===== config.mk =====
export PLATFORM = sky130hd
export DESIGN_NAME = pid_controller_antiwindup_top_flat
export DESIGN_NICKNAME = d
export VERILOG_FILES = /design/src/rtl/pidaw_pkg.sv /design/src/rtl/pidaw_if.sv /design/src/rtl/pid_controller_antiwindup_top.sv /design/src/flat_wrapper.sv
export VERILOG_INCLUDE_DIRS = /design/src /design/src/rtl
export SDC_FILE = /design/constraint.sdc
export NUM_CORES = 2
export LEC_CHECK = 0
export BUFFER_PORTS_ARGS = -buffer_cell sky130_fd_sc_hd__buf_2
export CAP_MARGIN = 40
export CORE_UTILIZATION = 25
export CTS_BUF_LIST = sky130_fd_sc_hd__clkbuf_8 sky130_fd_sc_hd__clkbuf_16
export CTS_CLUSTER_DIAMETER = 80
export DETAILED_ROUTE_END_ITERATION = 10
export GPL_ROUTABILITY_DRIVEN = 0
export PLACE_DENSITY = 0.47
export SLEW_MARGIN = 20
export SYNTH_ARGS = -nofsm -noshare
export SYNTH_HDL_FRONTEND = slang
export SYNTH_SLANG_ARGS = --single-unit

===== constraint.sdc =====
create_clock -name clk_i -period 35.8 [get_ports clk_i]
set_clock_uncertainty 0.1 [all_clocks]
set_input_delay 7.16 -clock clk_i [delete_from_list [all_inputs] [get_ports clk_i]]
set_output_delay 7.16 -clock clk_i [all_outputs]
set_load 0.005 [all_outputs]

===== src/rtl/assert_macros.svh =====
// Assertion macros shared by the RTL of the PID controller block.
// Each macro expects clk_i and rst_ni to be visible where it is used.
`ifndef ASSERT_MACROS_SVH
`define ASSERT_MACROS_SVH

// The property must hold at every rising clock edge outside reset.
`define PIDAW_ASSERT(lbl, prop, msg) \
  lbl: assert property (@(posedge clk_i) disable iff (!rst_ni) (prop)) else $error(msg);

// The condition must never be seen outside reset.
`define PIDAW_ASSERT_NEVER(lbl, cond, msg) \
  `PIDAW_ASSERT(lbl, !(cond), msg)

`endif


===== src/rtl/pidaw_pkg.sv =====
// Package for the PID controller: fixed-point constants, item types,
// sequencer states and arithmetic helper functions. No dependencies.
`timescale 1ns / 1ps

package pidaw_pkg;

  localparam int unsigned DataWidth = 32;
  localparam int unsigned FracBits  = 16;
  localparam int unsigned ProdWidth = 2 * DataWidth;
  localparam int unsigned MagWidth  = ProdWidth - FracBits;
  localparam int unsigned CntWidth  = $clog2(DataWidth);
  localparam int unsigned AddrWidth = 5;

  typedef logic signed [DataWidth-1:0] q_t;

  localparam q_t QMax = {1'b0, {(DataWidth - 1){1'b1}}};
  localparam q_t QMin = {1'b1, {(DataWidth - 1){1'b0}}};
  localparam logic signed [DataWidth+1:0] WideMax = (DataWidth + 2)'(QMax);
  localparam logic signed [DataWidth+1:0] WideMin = (DataWidth + 2)'(QMin);

  localparam logic ActClear = 1'b1;

  typedef enum logic [2:0] {
    REG_KP_GAIN        = 3'd0,
    REG_KI_GAIN        = 3'd1,
    REG_KD_GAIN        = 3'd2,
    REG_DEFAULT_STEP   = 3'd3,
    REG_OUTPUT_HIGH    = 3'd4,
    REG_OUTPUT_LOW     = 3'd5,
    REG_INTEGRAL_LIMIT = 3'd6,
    REG_TARGET         = 3'd7
  } reg_e;

  typedef enum logic [3:0] {
    S_IDLE,
    S_MUL_P,
    S_MUL_E,
    S_EINT,
    S_ACC,
    S_MUL_I,
    S_ITERM,
    S_DIV,
    S_MUL_D,
    S_DTERM,
    S_SUM,
    S_DONE
  } state_e;

  typedef enum logic [1:0] {
    KIND_COMPUTE,
    KIND_CLEAR,
    KIND_HOLD
  } kind_e;

  typedef struct packed {
    logic action;
    q_t   measured;
    q_t   step_override;
  } in_item_t;

  typedef struct packed {
    q_t   drive;
    q_t   integral_term;
    q_t   derivative_term;
    logic held;
  } out_item_t;

  function automatic q_t sat_wide(input logic signed [DataWidth+1:0] v);
    q_t r;
    if (v > WideMax) begin
      r = QMax;
    end else if (v < WideMin) begin
      r = QMin;
    end else begin
      r = q_t'(v[DataWidth-1:0]);
    end
    return r;
  endfunction

  function automatic logic [DataWidth-1:0] abs_q(input q_t v);
    logic [DataWidth-1:0] u;
    u = unsigned'(v);
    return v[DataWidth-1] ? (DataWidth'(0) - u) : u;
  endfunction

  // Scales a product magnitude back by the fraction bits, rounding toward
  // minus infinity for negative results, and saturates it.
  function automatic q_t mul_fix(input logic [ProdWidth-1:0] prod, input logic neg);
    logic [MagWidth-1:0] m;
    q_t r;
    m = prod[ProdWidth-1:FracBits] + MagWidth'(neg && (|prod[FracBits-1:0]));
    if (m > MagWidth'(QMax)) begin
      r = neg ? QMin : QMax;
    end else if (neg) begin
      r = q_t'(DataWidth'(0) - m[DataWidth-1:0]);
    end else begin
      r = q_t'(m[DataWidth-1:0]);
    end
    return r;
  endfunction

endpackage


===== src/rtl/pidaw_if.sv =====
// Valid/ready channel interfaces for the PID controller items.
// Depends on pidaw_pkg for the payload types.
`timescale 1ns / 1ps

interface pidaw_in_if;
  import pidaw_pkg::*;

  logic     valid;
  logic     ready;
  in_item_t payload;

  modport source (output valid, output payload, input ready);
  modport sink   (input valid, input payload, output ready);
endinterface

interface pidaw_out_if;
  import pidaw_pkg::*;

  logic      valid;
  logic      ready;
  out_item_t payload;

  modport source (output valid, output payload, input ready);
  modport sink   (input valid, input payload, output ready);
endinterface


===== src/rtl/pid_controller_antiwindup_top.sv =====
// Positional PID controller with integral clamp: one shared multiplier and a
// bit-serial divider under a sequencer, plus the APB register file.
// Depends on pidaw_pkg, pidaw_if.sv and assert_macros.svh.
//
//   Channel   Direction  Handshake           Contents
//   in_if     sink       valid/ready         action, measured, step_override
//   out_if    source     valid/ready         drive, integral_term, derivative_term, held
//   APB       slave      psel/penable/pready the eight gain, limit and step registers
//
// A compute item makes four passes through the shared 32x32 multiplier and 32 steps
// of the restoring divider before the next item is accepted.
// A clear item or an item with a zero step goes straight from idle to the final state.
// Reset loads the register defaults and zeroes the controller history at once.
// The result sits in an output register; the sequencer waits in its last state
// only while that register still holds an item that has not been taken.
`timescale 1ns / 1ps

`include "assert_macros.svh"

module pid_controller_antiwindup_top (
  input  logic                             clk_i,
  input  logic                             rst_ni,
  pidaw_in_if.sink                         in_if,
  pidaw_out_if.source                      out_if,
  input  logic                             psel,
  input  logic                             penable,
  input  logic                             pwrite,
  input  logic [pidaw_pkg::AddrWidth-1:0]  paddr,
  input  logic [31:0]                      pwdata,
  output logic [31:0]                      prdata,
  output logic                             pready
);
  import pidaw_pkg::*;

  state_e state_q, state_d;
  kind_e  kind_q, kind_d;

  q_t                   kp_q, ki_q, kd_q, ohi_q, olo_q, target_q;
  logic [DataWidth-2:0] dstep_q, ilim_q;

  q_t accum_q, accum_d, prev_err_q, prev_err_d, held_out_q, held_out_d;
  q_t last_it_q, last_it_d, last_dt_q, last_dt_d;

  q_t                   err_q, err_d, p_q, p_d, eint_q, eint_d, acc_q, acc_d;
  q_t                   it_q, it_d, dterm_q, dterm_d, raw_q, raw_d;
  logic [DataWidth-2:0] dt_q, dt_d;

  logic [ProdWidth-1:0] prod_q, prod_d;
  logic                 pneg_q, pneg_d;
  q_t                   mul_a, mul_b, fix_res;

  logic [DataWidth-2:0] rem_q, rem_d;
  logic [DataWidth-1:0] quo_q, quo_d;
  logic [CntWidth-1:0]  cnt_q, cnt_d;
  logic                 dneg_q, dneg_d, dovf_q, dovf_d;
  logic [DataWidth:0]   trial;
  logic signed [DataWidth:0] diff;
  logic [DataWidth:0]   diff_mag;
  logic [DataWidth+FracBits:0] num;
  q_t                   dq;

  logic                 out_valid_q, out_valid_d;
  out_item_t            out_q, out_d;

  logic                 in_fire, out_free, cfg_write, ovr_pos, div_last;
  logic [DataWidth-2:0] dt_sel;
  q_t                   lim, neg_lim, acc_sum, drive_c;

  // Configuration port.
  assign pready    = 1'b1;
  assign cfg_write = psel && penable && pwrite && pready;

  always_ff @(posedge clk_i or negedge rst_ni) begin
    if (!rst_ni) begin
      kp_q     <= '0;
      ki_q     <= '0;
      kd_q     <= '0;
      dstep_q  <= (DataWidth - 1)'(655);
      ohi_q    <= QMax;
      olo_q    <= QMin;
      ilim_q   <= '1;
      target_q <= '0;
    end else if (cfg_write) begin
      unique case (reg_e'(paddr[AddrWidth-1:2]))
        REG_KP_GAIN:        kp_q     <= q_t'(pwdata);
        REG_KI_GAIN:        ki_q     <= q_t'(pwdata);
        REG_KD_GAIN:        kd_q     <= q_t'(pwdata);
        REG_DEFAULT_STEP:   dstep_q  <= pwdata[DataWidth-2:0];
        REG_OUTPUT_HIGH:    ohi_q    <= q_t'(pwdata);
        REG_OUTPUT_LOW:     olo_q    <= q_t'(pwdata);
        REG_INTEGRAL_LIMIT: ilim_q   <= pwdata[DataWidth-2:0];
        REG_TARGET:         target_q <= q_t'(pwdata);
      endcase
    end
  end

  always_comb begin
    unique case (reg_e'(paddr[AddrWidth-1:2]))
      REG_KP_GAIN:        prdata = kp_q;
      REG_KI_GAIN:        prdata = ki_q;
      REG_KD_GAIN:        prdata = kd_q;
      REG_DEFAULT_STEP:   prdata = {1'b0, dstep_q};
      REG_OUTPUT_HIGH:    prdata = ohi_q;
      REG_OUTPUT_LOW:     prdata = olo_q;
      REG_INTEGRAL_LIMIT: prdata = {1'b0, ilim_q};
      REG_TARGET:         prdata = target_q;
    endcase
  end

  // Handshakes.
  assign in_if.ready    = (state_q == S_IDLE);
  assign in_fire        = in_if.valid && in_if.ready;
  assign out_free       = !out_valid_q || out_if.ready;
  assign out_if.valid   = out_valid_q;
  assign out_if.payload = out_q;

  assign ovr_pos = !in_if.payload.step_override[DataWidth-1]
                   && (|in_if.payload.step_override);
  assign dt_sel  = ovr_pos ? in_if.payload.step_override[DataWidth-2:0] : dstep_q;

  // Shared multiplier: sign-magnitude product, registered.
  always_comb begin
    unique case (state_q)
      S_MUL_P: begin
        mul_a = kp_q;
        mul_b = err_q;
      end
      S_MUL_E: begin
        mul_a = err_q;
        mul_b = q_t'({1'b0, dt_q});
      end
      S_MUL_I: begin
        mul_a = ki_q;
        mul_b = acc_q;
      end
      S_MUL_D: begin
        mul_a = kd_q;
        mul_b = dq;
      end
      default: begin
        mul_a = '0;
        mul_b = '0;
      end
    endcase
  end

  assign prod_d  = abs_q(mul_a) * abs_q(mul_b);
  assign pneg_d  = mul_a[DataWidth-1] ^ mul_b[DataWidth-1];
  assign fix_res = mul_fix(prod_q, pneg_q);

  // Divider operands and one restoring step.
  assign diff     = (DataWidth + 1)'(err_q) - (DataWidth + 1)'(prev_err_q);
  assign diff_mag = diff[DataWidth] ? ((DataWidth + 1)'(0) - unsigned'(diff))
                                    : unsigned'(diff);
  assign num      = {diff_mag, FracBits'(0)};
  assign trial    = {1'b0, rem_q, quo_q[DataWidth-1]} - {2'b00, dt_q};
  assign div_last = (cnt_q == CntWidth'(DataWidth - 1));

  always_comb begin
    if (dovf_q) begin
      dq = dneg_q ? QMin : QMax;
    end else if (dneg_q) begin
      dq = q_t'(DataWidth'(0) - quo_q);
    end else begin
      dq = q_t'(quo_q);
    end
  end

  assign lim     = q_t'({1'b0, ilim_q});
  assign neg_lim = q_t'(DataWidth'(0) - unsigned'(lim));
  assign acc_sum = sat_wide((DataWidth + 2)'(accum_q) + (DataWidth + 2)'(eint_q));

  always_comb begin
    priority if (raw_q > ohi_q) begin
      drive_c = ohi_q;
    end else if (raw_q < olo_q) begin
      drive_c = olo_q;
    end else begin
      drive_c = raw_q;
    end
  end

  // Next state.
  always_comb begin
    state_d = state_q;
    unique case (state_q)
      S_IDLE: begin
        if (in_fire) begin
          if (in_if.payload.action == ActClear || dt_sel == '0) begin
            state_d = S_DONE;
          end else begin
            state_d = S_MUL_P;
          end
        end
      end
      S_MUL_P: state_d = S_MUL_E;
      S_MUL_E: state_d = S_EINT;
      S_EINT:  state_d = S_ACC;
      S_ACC:   state_d = S_MUL_I;
      S_MUL_I: state_d = S_ITERM;
      S_ITERM: state_d = S_DIV;
      S_DIV: begin
        if (div_last) begin
          state_d = S_MUL_D;
        end
      end
      S_MUL_D: state_d = S_DTERM;
      S_DTERM: state_d = S_SUM;
      S_SUM:   state_d = S_DONE;
      S_DONE: begin
        if (out_free) begin
          state_d = S_IDLE;
        end
      end
      default: state_d = S_IDLE;
    endcase
  end

  // Datapath and outputs.
  always_comb begin
    kind_d      = kind_q;
    err_d       = err_q;
    dt_d        = dt_q;
    p_d         = p_q;
    eint_d      = eint_q;
    acc_d       = acc_q;
    it_d        = it_q;
    dterm_d     = dterm_q;
    raw_d       = raw_q;
    rem_d       = rem_q;
    quo_d       = quo_q;
    cnt_d       = cnt_q;
    dneg_d      = dneg_q;
    dovf_d      = dovf_q;
    accum_d     = accum_q;
    prev_err_d  = prev_err_q;
    held_out_d  = held_out_q;
    last_it_d   = last_it_q;
    last_dt_d   = last_dt_q;
    out_d       = out_q;
    out_valid_d = out_valid_q && !out_if.ready;

    unique case (state_q)
      S_IDLE: begin
        if (in_fire) begin
          err_d = sat_wide((DataWidth + 2)'(target_q)
                           - (DataWidth + 2)'(in_if.payload.measured));
          dt_d  = dt_sel;
          if (in_if.payload.action == ActClear) begin
            kind_d = KIND_CLEAR;
          end else if (dt_sel == '0) begin
            kind_d = KIND_HOLD;
          end else begin
            kind_d = KIND_COMPUTE;
          end
        end
      end
      S_MUL_E: p_d = fix_res;
      S_EINT:  eint_d = fix_res;
      S_ACC: begin
        priority if (acc_sum > lim) begin
          acc_d = lim;
        end else if (acc_sum < neg_lim) begin
          acc_d = neg_lim;
        end else begin
          acc_d = acc_sum;
        end
      end
      S_MUL_I: begin
        dneg_d = diff[DataWidth];
        dovf_d = (2 * DataWidth - 2)'(num) >= {dt_q, (DataWidth - 1)'(0)};
        rem_d  = (DataWidth - 1)'(num[DataWidth+FracBits:DataWidth]);
        quo_d  = num[DataWidth-1:0];
        cnt_d  = '0;
      end
      S_ITERM: it_d = fix_res;
      S_DIV: begin
        if (!trial[DataWidth]) begin
          rem_d = trial[DataWidth-2:0];
        end else begin
          rem_d = {rem_q[DataWidth-3:0], quo_q[DataWidth-1]};
        end
        quo_d = {quo_q[DataWidth-2:0], !trial[DataWidth]};
        cnt_d = cnt_q + CntWidth'(1);
      end
      S_DTERM: dterm_d = fix_res;
      S_SUM: begin
        raw_d = sat_wide((DataWidth + 2)'(p_q) + (DataWidth + 2)'(it_q)
                         + (DataWidth + 2)'(dterm_q));
      end
      S_DONE: begin
        if (out_free) begin
          out_valid_d = 1'b1;
          unique case (kind_q)
            KIND_CLEAR: begin
              out_d      = '0;
              accum_d    = '0;
              prev_err_d = '0;
              held_out_d = '0;
              last_it_d  = '0;
              last_dt_d  = '0;
            end
            KIND_HOLD: begin
              out_d.drive           = held_out_q;
              out_d.integral_term   = last_it_q;
              out_d.derivative_term = last_dt_q;
              out_d.held            = 1'b1;
            end
            KIND_COMPUTE: begin
              out_d.drive           = drive_c;
              out_d.integral_term   = it_q;
              out_d.derivative_term = dterm_q;
              out_d.held            = 1'b0;
              accum_d               = acc_q;
              prev_err_d            = err_q;
              held_out_d            = drive_c;
              last_it_d             = it_q;
              last_dt_d             = dterm_q;
            end
            default: begin
              out_d = '0;
            end
          endcase
        end
      end
      default: begin
        out_d = out_q;
      end
    endcase
  end

  always_ff @(posedge clk_i or negedge rst_ni) begin
    if (!rst_ni) begin
      state_q     <= S_IDLE;
      kind_q      <= KIND_COMPUTE;
      cnt_q       <= '0;
      out_valid_q <= 1'b0;
      accum_q     <= '0;
      prev_err_q  <= '0;
      held_out_q  <= '0;
      last_it_q   <= '0;
      last_dt_q   <= '0;
    end else begin
      state_q     <= state_d;
      kind_q      <= kind_d;
      cnt_q       <= cnt_d;
      out_valid_q <= out_valid_d;
      accum_q     <= accum_d;
      prev_err_q  <= prev_err_d;
      held_out_q  <= held_out_d;
      last_it_q   <= last_it_d;
      last_dt_q   <= last_dt_d;
    end
  end

  always_ff @(posedge clk_i) begin
    err_q   <= err_d;
    dt_q    <= dt_d;
    p_q     <= p_d;
    eint_q  <= eint_d;
    acc_q   <= acc_d;
    it_q    <= it_d;
    dterm_q <= dterm_d;
    raw_q   <= raw_d;
    prod_q  <= prod_d;
    pneg_q  <= pneg_d;
    rem_q   <= rem_d;
    quo_q   <= quo_d;
    dneg_q  <= dneg_d;
    dovf_q  <= dovf_d;
    out_q   <= out_d;
  end

  `PIDAW_ASSERT(a_accept_leaves_idle, in_fire |=> (state_q != S_IDLE),
                "sequencer stayed idle after accepting an item")
  `PIDAW_ASSERT(a_div_to_mul, (state_q == S_DIV && div_last) |=> (state_q == S_MUL_D),
                "divider did not hand over after its last step")
  `PIDAW_ASSERT_NEVER(a_result_source, $rose(out_valid_q) && ($past(state_q) != S_DONE),
                      "result appeared without passing the final state")

endmodule


===== src/flat_wrapper.sv =====
// flat-port wrapper written by rule: the top's interface ports become plain ports
module pid_controller_antiwindup_top_flat import pidaw_pkg::*;
  (clk_i, rst_ni, psel, penable, pwrite, paddr, pwdata, prdata, pready, in_if_valid, in_if_payload, in_if_ready, out_if_valid, out_if_payload, out_if_ready);
  pidaw_in_if in_if_i ();
  pidaw_out_if out_if_i ();
  input  logic clk_i;
  input  logic rst_ni;
  input  logic psel;
  input  logic penable;
  input  logic pwrite;
  input  logic [pidaw_pkg::AddrWidth-1:0] paddr;
  input  logic [31:0] pwdata;
  output logic [31:0] prdata;
  output logic pready;
  input wire logic [$bits(in_if_i.valid)-1:0] in_if_valid;
  input wire logic [$bits(in_if_i.payload)-1:0] in_if_payload;
  output wire logic [$bits(in_if_i.ready)-1:0] in_if_ready;
  output wire logic [$bits(out_if_i.valid)-1:0] out_if_valid;
  output wire logic [$bits(out_if_i.payload)-1:0] out_if_payload;
  input wire logic [$bits(out_if_i.ready)-1:0] out_if_ready;
  assign in_if_i.valid = in_if_valid;
  assign in_if_i.payload = in_if_payload;
  assign in_if_ready = in_if_i.ready;
  assign out_if_valid = out_if_i.valid;
  assign out_if_payload = out_if_i.payload;
  assign out_if_i.ready = out_if_ready;
  pid_controller_antiwindup_top u_core (.clk_i(clk_i), .rst_ni(rst_ni), .in_if(in_if_i), .out_if(out_if_i), .psel(psel), .penable(penable), .pwrite(pwrite), .paddr(paddr), .pwdata(pwdata), .prdata(prdata), .pready(pready));
endmodule

Word level (Yosys, flattened, before mapping):

Index checks and enable logic that the tools add are counted.
W data, S select, Z words.

* add/subtract/negate cells: 14
* $mul: 1
* $lt $le $gt $ge: 12
* equality and inequality tests: 24
* muxes and demuxes: 40
* bitwise gates (word level): 1
* reductions and logical operators: 32

Operators with widths (count)
* $mux W32: 15
* $pmux W32 S2: 6
* $pmux W32 S4: 2
* $pmux W32 S8: 1
* $pmux W97 S2: 1
* $sub A1 B32 Y32 const A: 4
* $gt A34 B32 Y1 const B: 3
* $lt A34 B32 Y1 const B: 3
* $mux W31: 3
* $add A32 B32 Y33: 2
* $sub A32 B32 Y33: 2
* $gt A32 B32 Y1: 2
* $lt A32 B32 Y1: 2
* $mul A32 B32 Y64: 1
* $ge A49 B62 Y1: 1
* $pmux W31 S2: 1
* $add A48 B1 Y48: 1
* $gt A48 B31 Y1 const B: 1
* $pmux W4 S12: 1
* $add A33 B32 Y34: 1
* $mux W33: 1
* $sub A1 B33 Y33 const A: 1
* $sub A32 B31 Y33: 1
* $reduce_or A32 Y1: 1
* other kinds (30): 67

* bits in registers: 908
* logic and storage cells: 160

Logic depth before layout (Yosys ltp):

* word-level depth: 8
* mapped depth: 43
* mapped depth without buffers: 39

Least setup slack after synthesis:

No wires, ideal clock.

* kind: in2reg
* start: input out_if_ready
* end: register u_core.held_out_q[10]
* library setup time: 0.066 ns
* arrival: 17.179 ns
* data required time: 35.634 ns
* path slack: 18.455 ns
* stages on the path: 6
* path buffers: 1
* cell sequence: nand2b_1 -> nor3b_1 -> nand2_1 -> nor2_1 -> clkbuf_1 -> a221o_1

* longest elaborated chain between the ends: 2

RTL lines
* from (decl): line flat_wrapper.sv:20 `input wire logic [$bits(out_if_i.ready)-1:0] out_if_ready;`
* $logic_or A1 B1 Y1: line pid_controller_antiwindup_top.sv:113 `assign out_free = !out_valid_q || out_if.ready;`
* $reduce_and A3 Y1 (no line)
* to (signal assigned): line pid_controller_antiwindup_top.sv:350 `held_out_q <= held_out_d;`
* to (decl): line pid_controller_antiwindup_top.sv:41 `q_t accum_q, accum_d, prev_err_q, prev_err_d, held_out_q, held_out_d;`

No other way between the ends.
A chain may end at the register's enable or synchronous reset.

Worst setup path in the final report:

* start: input paddr[2] (netlist bit)
* end: output prdata[23]

* longest elaborated chain between the ends: 2

RTL lines
* from (decl): line flat_wrapper.sv:11 `input logic [pidaw_pkg::AddrWidth-1:0] paddr;`
* $eq A3 B3 Y1, or another cell as far along: line pid_controller_antiwindup_top.sv:98 `unique case (reg_e'(paddr[AddrWidth-1:2]))`
* $pmux W32 S8 *: line pid_controller_antiwindup_top.sv:98
* to (decl): line flat_wrapper.sv:13 `output logic [31:0] prdata;`

Every way passes the cells marked *; elsewhere a longest branch is shown, timed or not.

==> results.cfg <==
[worst_hold_path]
min_path_type = flop to flop

[worst_setup_path]
crit_path_max_incr_delay_ns = 0.82
critPathMaxFanout = 67
reg2regPathDepth = 36
cp-end-kind = output pin
r2r_setup_slack_ns = 21.46
path_class = input port to output pin
r2r-start = u_core.state_q[0]
critPathCapture = prdata[23]
r2r_end = u_core.prod_q[56]
startpoint = paddr[2]
path_cells = buf_2, buf_4, nand2_1, o22ai_1, and2_1, o22ai_1, o21ai_0, buf_2
slowest_stage = o21ai_0
worstPathRequired_ns = 28.54
startpoint_type = input port
crit_arrival_ns = 10.26

[clock_network]
clk_path_buf_depth = 3
cts_tree = done
cts_buffers = 106
root_buffer = clkbuf_16
htreeDepth = 3
post_cts_buffers = 0
ctsHoldBuffers = 0
clk_pin_slew_ns = 0.06
clk_latency_ns = 0.78
clkSinkCount = 908
cts_resized = 0

[global_route]
grt_max_degree = 146
grt_pass1_wl_mm = 511
grt_usage = 0.194
grt_pass1_vias = 71300
antenna_found_initial = 21
grt_overflow_total = 0

[floorplanning]
fp-row-count = 218
initial_core_util = 0.252
die_area_um2 = 359000
dieWidth_um = 599
die_y_um = 599
core_area_um2 = 353000
ioPinCount = 241

[sta]
finalSetupTns_ns = 0
setup_viol = 0
slew_violations = 0
timing.final.crit_share = 0.490
fmax_ghz = 0.0571
tightest_slew_ns = 1.04
max_slew_margin = 0.298
grt_setup_unrepaired = false
hold_viol = 0
final.min_clock_period_ns = 17.52

[synthesis]
synthCells = 9460
syn_area_um2 = 89100
ys_types = 105
ys_warn_count = 0
syn-num-nets = 11100
synth_edf_count = 417
avgSynthCellArea_um2 = 9.41
synth-async-reset-ratio = 0.469
synth-main-ff-cell = edfxtp_1
ys_seq_area_frac = 0.276
ys_ff_latch = 908

[route]
wl_per_cell_um = 24.4
vias_per_cell = 5.01
routed_wl_mm = 352
via_count = 72300
ant_nets = 0
firstDrtPassIters = 9
route.detailed.drc = 0
first_iter_violations = 7008

[placement]
dp_hpwl_mm = 272
port_buffers = 237

[cells_and_area]
largest_reg_flops = 97
fin_nets = 11200
drive_gt1_frac = 0.116
area_growth_pct = 13.8

[outcome]
run_status = complete, no violations

[run]
cap_viol_max_count = 0
-- cells in the final DEF, fill, tap and decap left out, types with 86 or more instances in the layout --
master and count:
o21ai_0 483, a21oi_1 355, buf_2 242, clkbuf_16 109, a21o_1 166, nor3_1 111
inv_1 1349, dfrtp_1 355, o21a_1 86, nand4_1 87, nor2_1 768, edfxtp_1 417
ha_1 576, fa_1 933, nand3_1 129, nand2_1 1017, xnor2_1 190, and2_1 96
a22o_1 149, mux2i_1 113, xor2_1 107, mux2_2 233, buf_4 196
-- kinds of logic after synthesis --
kind of cell,after synthesis,synth area share
flip-flops,908,0.276
adder cells (fa/ha/maj),1528,0.293
AND/OR/NAND/NOR,2642,0.134
other,1,0.0000421
AO/OA/AOI/OAI,1876,0.141
buffers and inverters,1782,0.0756
XOR/XNOR,366,0.0361
multiplexers,357,0.0445
-- area by class of cell --
cell class | count | area (um^2)
Multi-Input combinational cell | 6770 | 58800
Clock inverter | 74 | 624
Fill cell | 37800 | 252000
Inverter | 1318 | 4950
Sequential cell | 908 | 24600
Tap cell | 4730 | 5920
Clock buffer | 126 | 2960
Antenna cell | 15 | 37.5
Timing Repair Buffer | 474 | 3420
-- stage by stage --
step / hold slack (ns) / std cells / cell area (um^2) / setup WS [ns] / utilization
global route: 0.415 / 14400 / 101000 / 18.39 / 0.287
finish: 0.397 / 14400 / 101000 / 18.28 / 0.287
CTS: 0.388 / 14400 / 101000 / 18.22 / 0.286
floorplan: 0.350 / 9460 / 89100 / 18.45 / -
detailed placement: 0.375 / 14200 / 97600 / 18.23 / 0.276
global placement: 0.360 / 14100 / 96800 / 17.96 / 0.274
-- worst min path at each step --
stage                                  to             startpoint  depth (start not counted)
global route         u_core.prev_err_q[6]   u_core.prev_err_q[6]                          1
CTS                 u_core.held_out_q[31]  u_core.held_out_q[31]                          2
global placement    u_core.held_out_q[31]  u_core.held_out_q[31]                          2
detailed placement  u_core.held_out_q[31]  u_core.held_out_q[31]                          2
finish              u_core.held_out_q[31]  u_core.held_out_q[31]                          2
floorplan           u_core.held_out_q[31]  u_core.held_out_q[31]                          2
-- cell usage after synthesis, types with 23 or more instances --
| cell | count | area [um^2] |
|---|---|---|
| a211oi_1 | 52 | 390 |
| a21o_1 | 166 | 1250 |
| a21oi_1 | 357 | 1790 |
| a221o_1 | 50 | 500 |
| a221oi_1 | 25 | 219 |
| a22o_1 | 149 | 1310 |
| a22oi_1 | 75 | 563 |
| a2bb2oi_1 | 23 | 201 |
| a31oi_1 | 38 | 238 |
| and2_1 | 96 | 601 |
| and3_1 | 75 | 469 |
| buf_1 | 23 | 86.3 |
| buf_2 | 30 | 150 |
| clkbuf_1 | 409 | 1540 |
| dfrtp_1 | 357 | 8930 |
| dfstp_2 | 69 | 1810 |
| dfxtp_1 | 65 | 1300 |
| edfxtp_1 | 417 | 12500 |
| fa_1 | 933 | 18700 |
| ha_1 | 576 | 7210 |
| inv_1 | 1314 | 4930 |
| mux2_2 | 233 | 2620 |
| mux2i_1 | 115 | 1150 |
| nand2_1 | 1018 | 3820 |
| nand2b_1 | 55 | 344 |
| nand3_1 | 130 | 651 |
| nand4_1 | 87 | 544 |
| nor2_1 | 780 | 2930 |
| nor2b_1 | 67 | 419 |
| nor3_1 | 120 | 601 |
| nor3b_1 | 23 | 173 |
| nor4_1 | 51 | 319 |
| o21a_1 | 86 | 646 |
| o21ai_0 | 485 | 2430 |
| o21bai_1 | 32 | 240 |
| o22ai_1 | 53 | 332 |
| o31ai_1 | 41 | 308 |
| or3_1 | 35 | 219 |
| xnor2_1 | 230 | 2010 |
| xor2_1 | 135 | 1180 |
-- critical path: cells and delay by family --
kind,cells,cell delay (ns)
simple gates,2,0.81
buf+inv,3,1.07
compound gates,3,1.18
-- layer usage --
layer,wire (um),global-route usage
met5,34,0
met4,16600,0.0748
met3,25900,0.0343
met2,155000,0.301
met1,154000,0.268
Power is not shown: default switching activity piles up to over one toggle a cycle in this logic, so the estimate is an artifact.
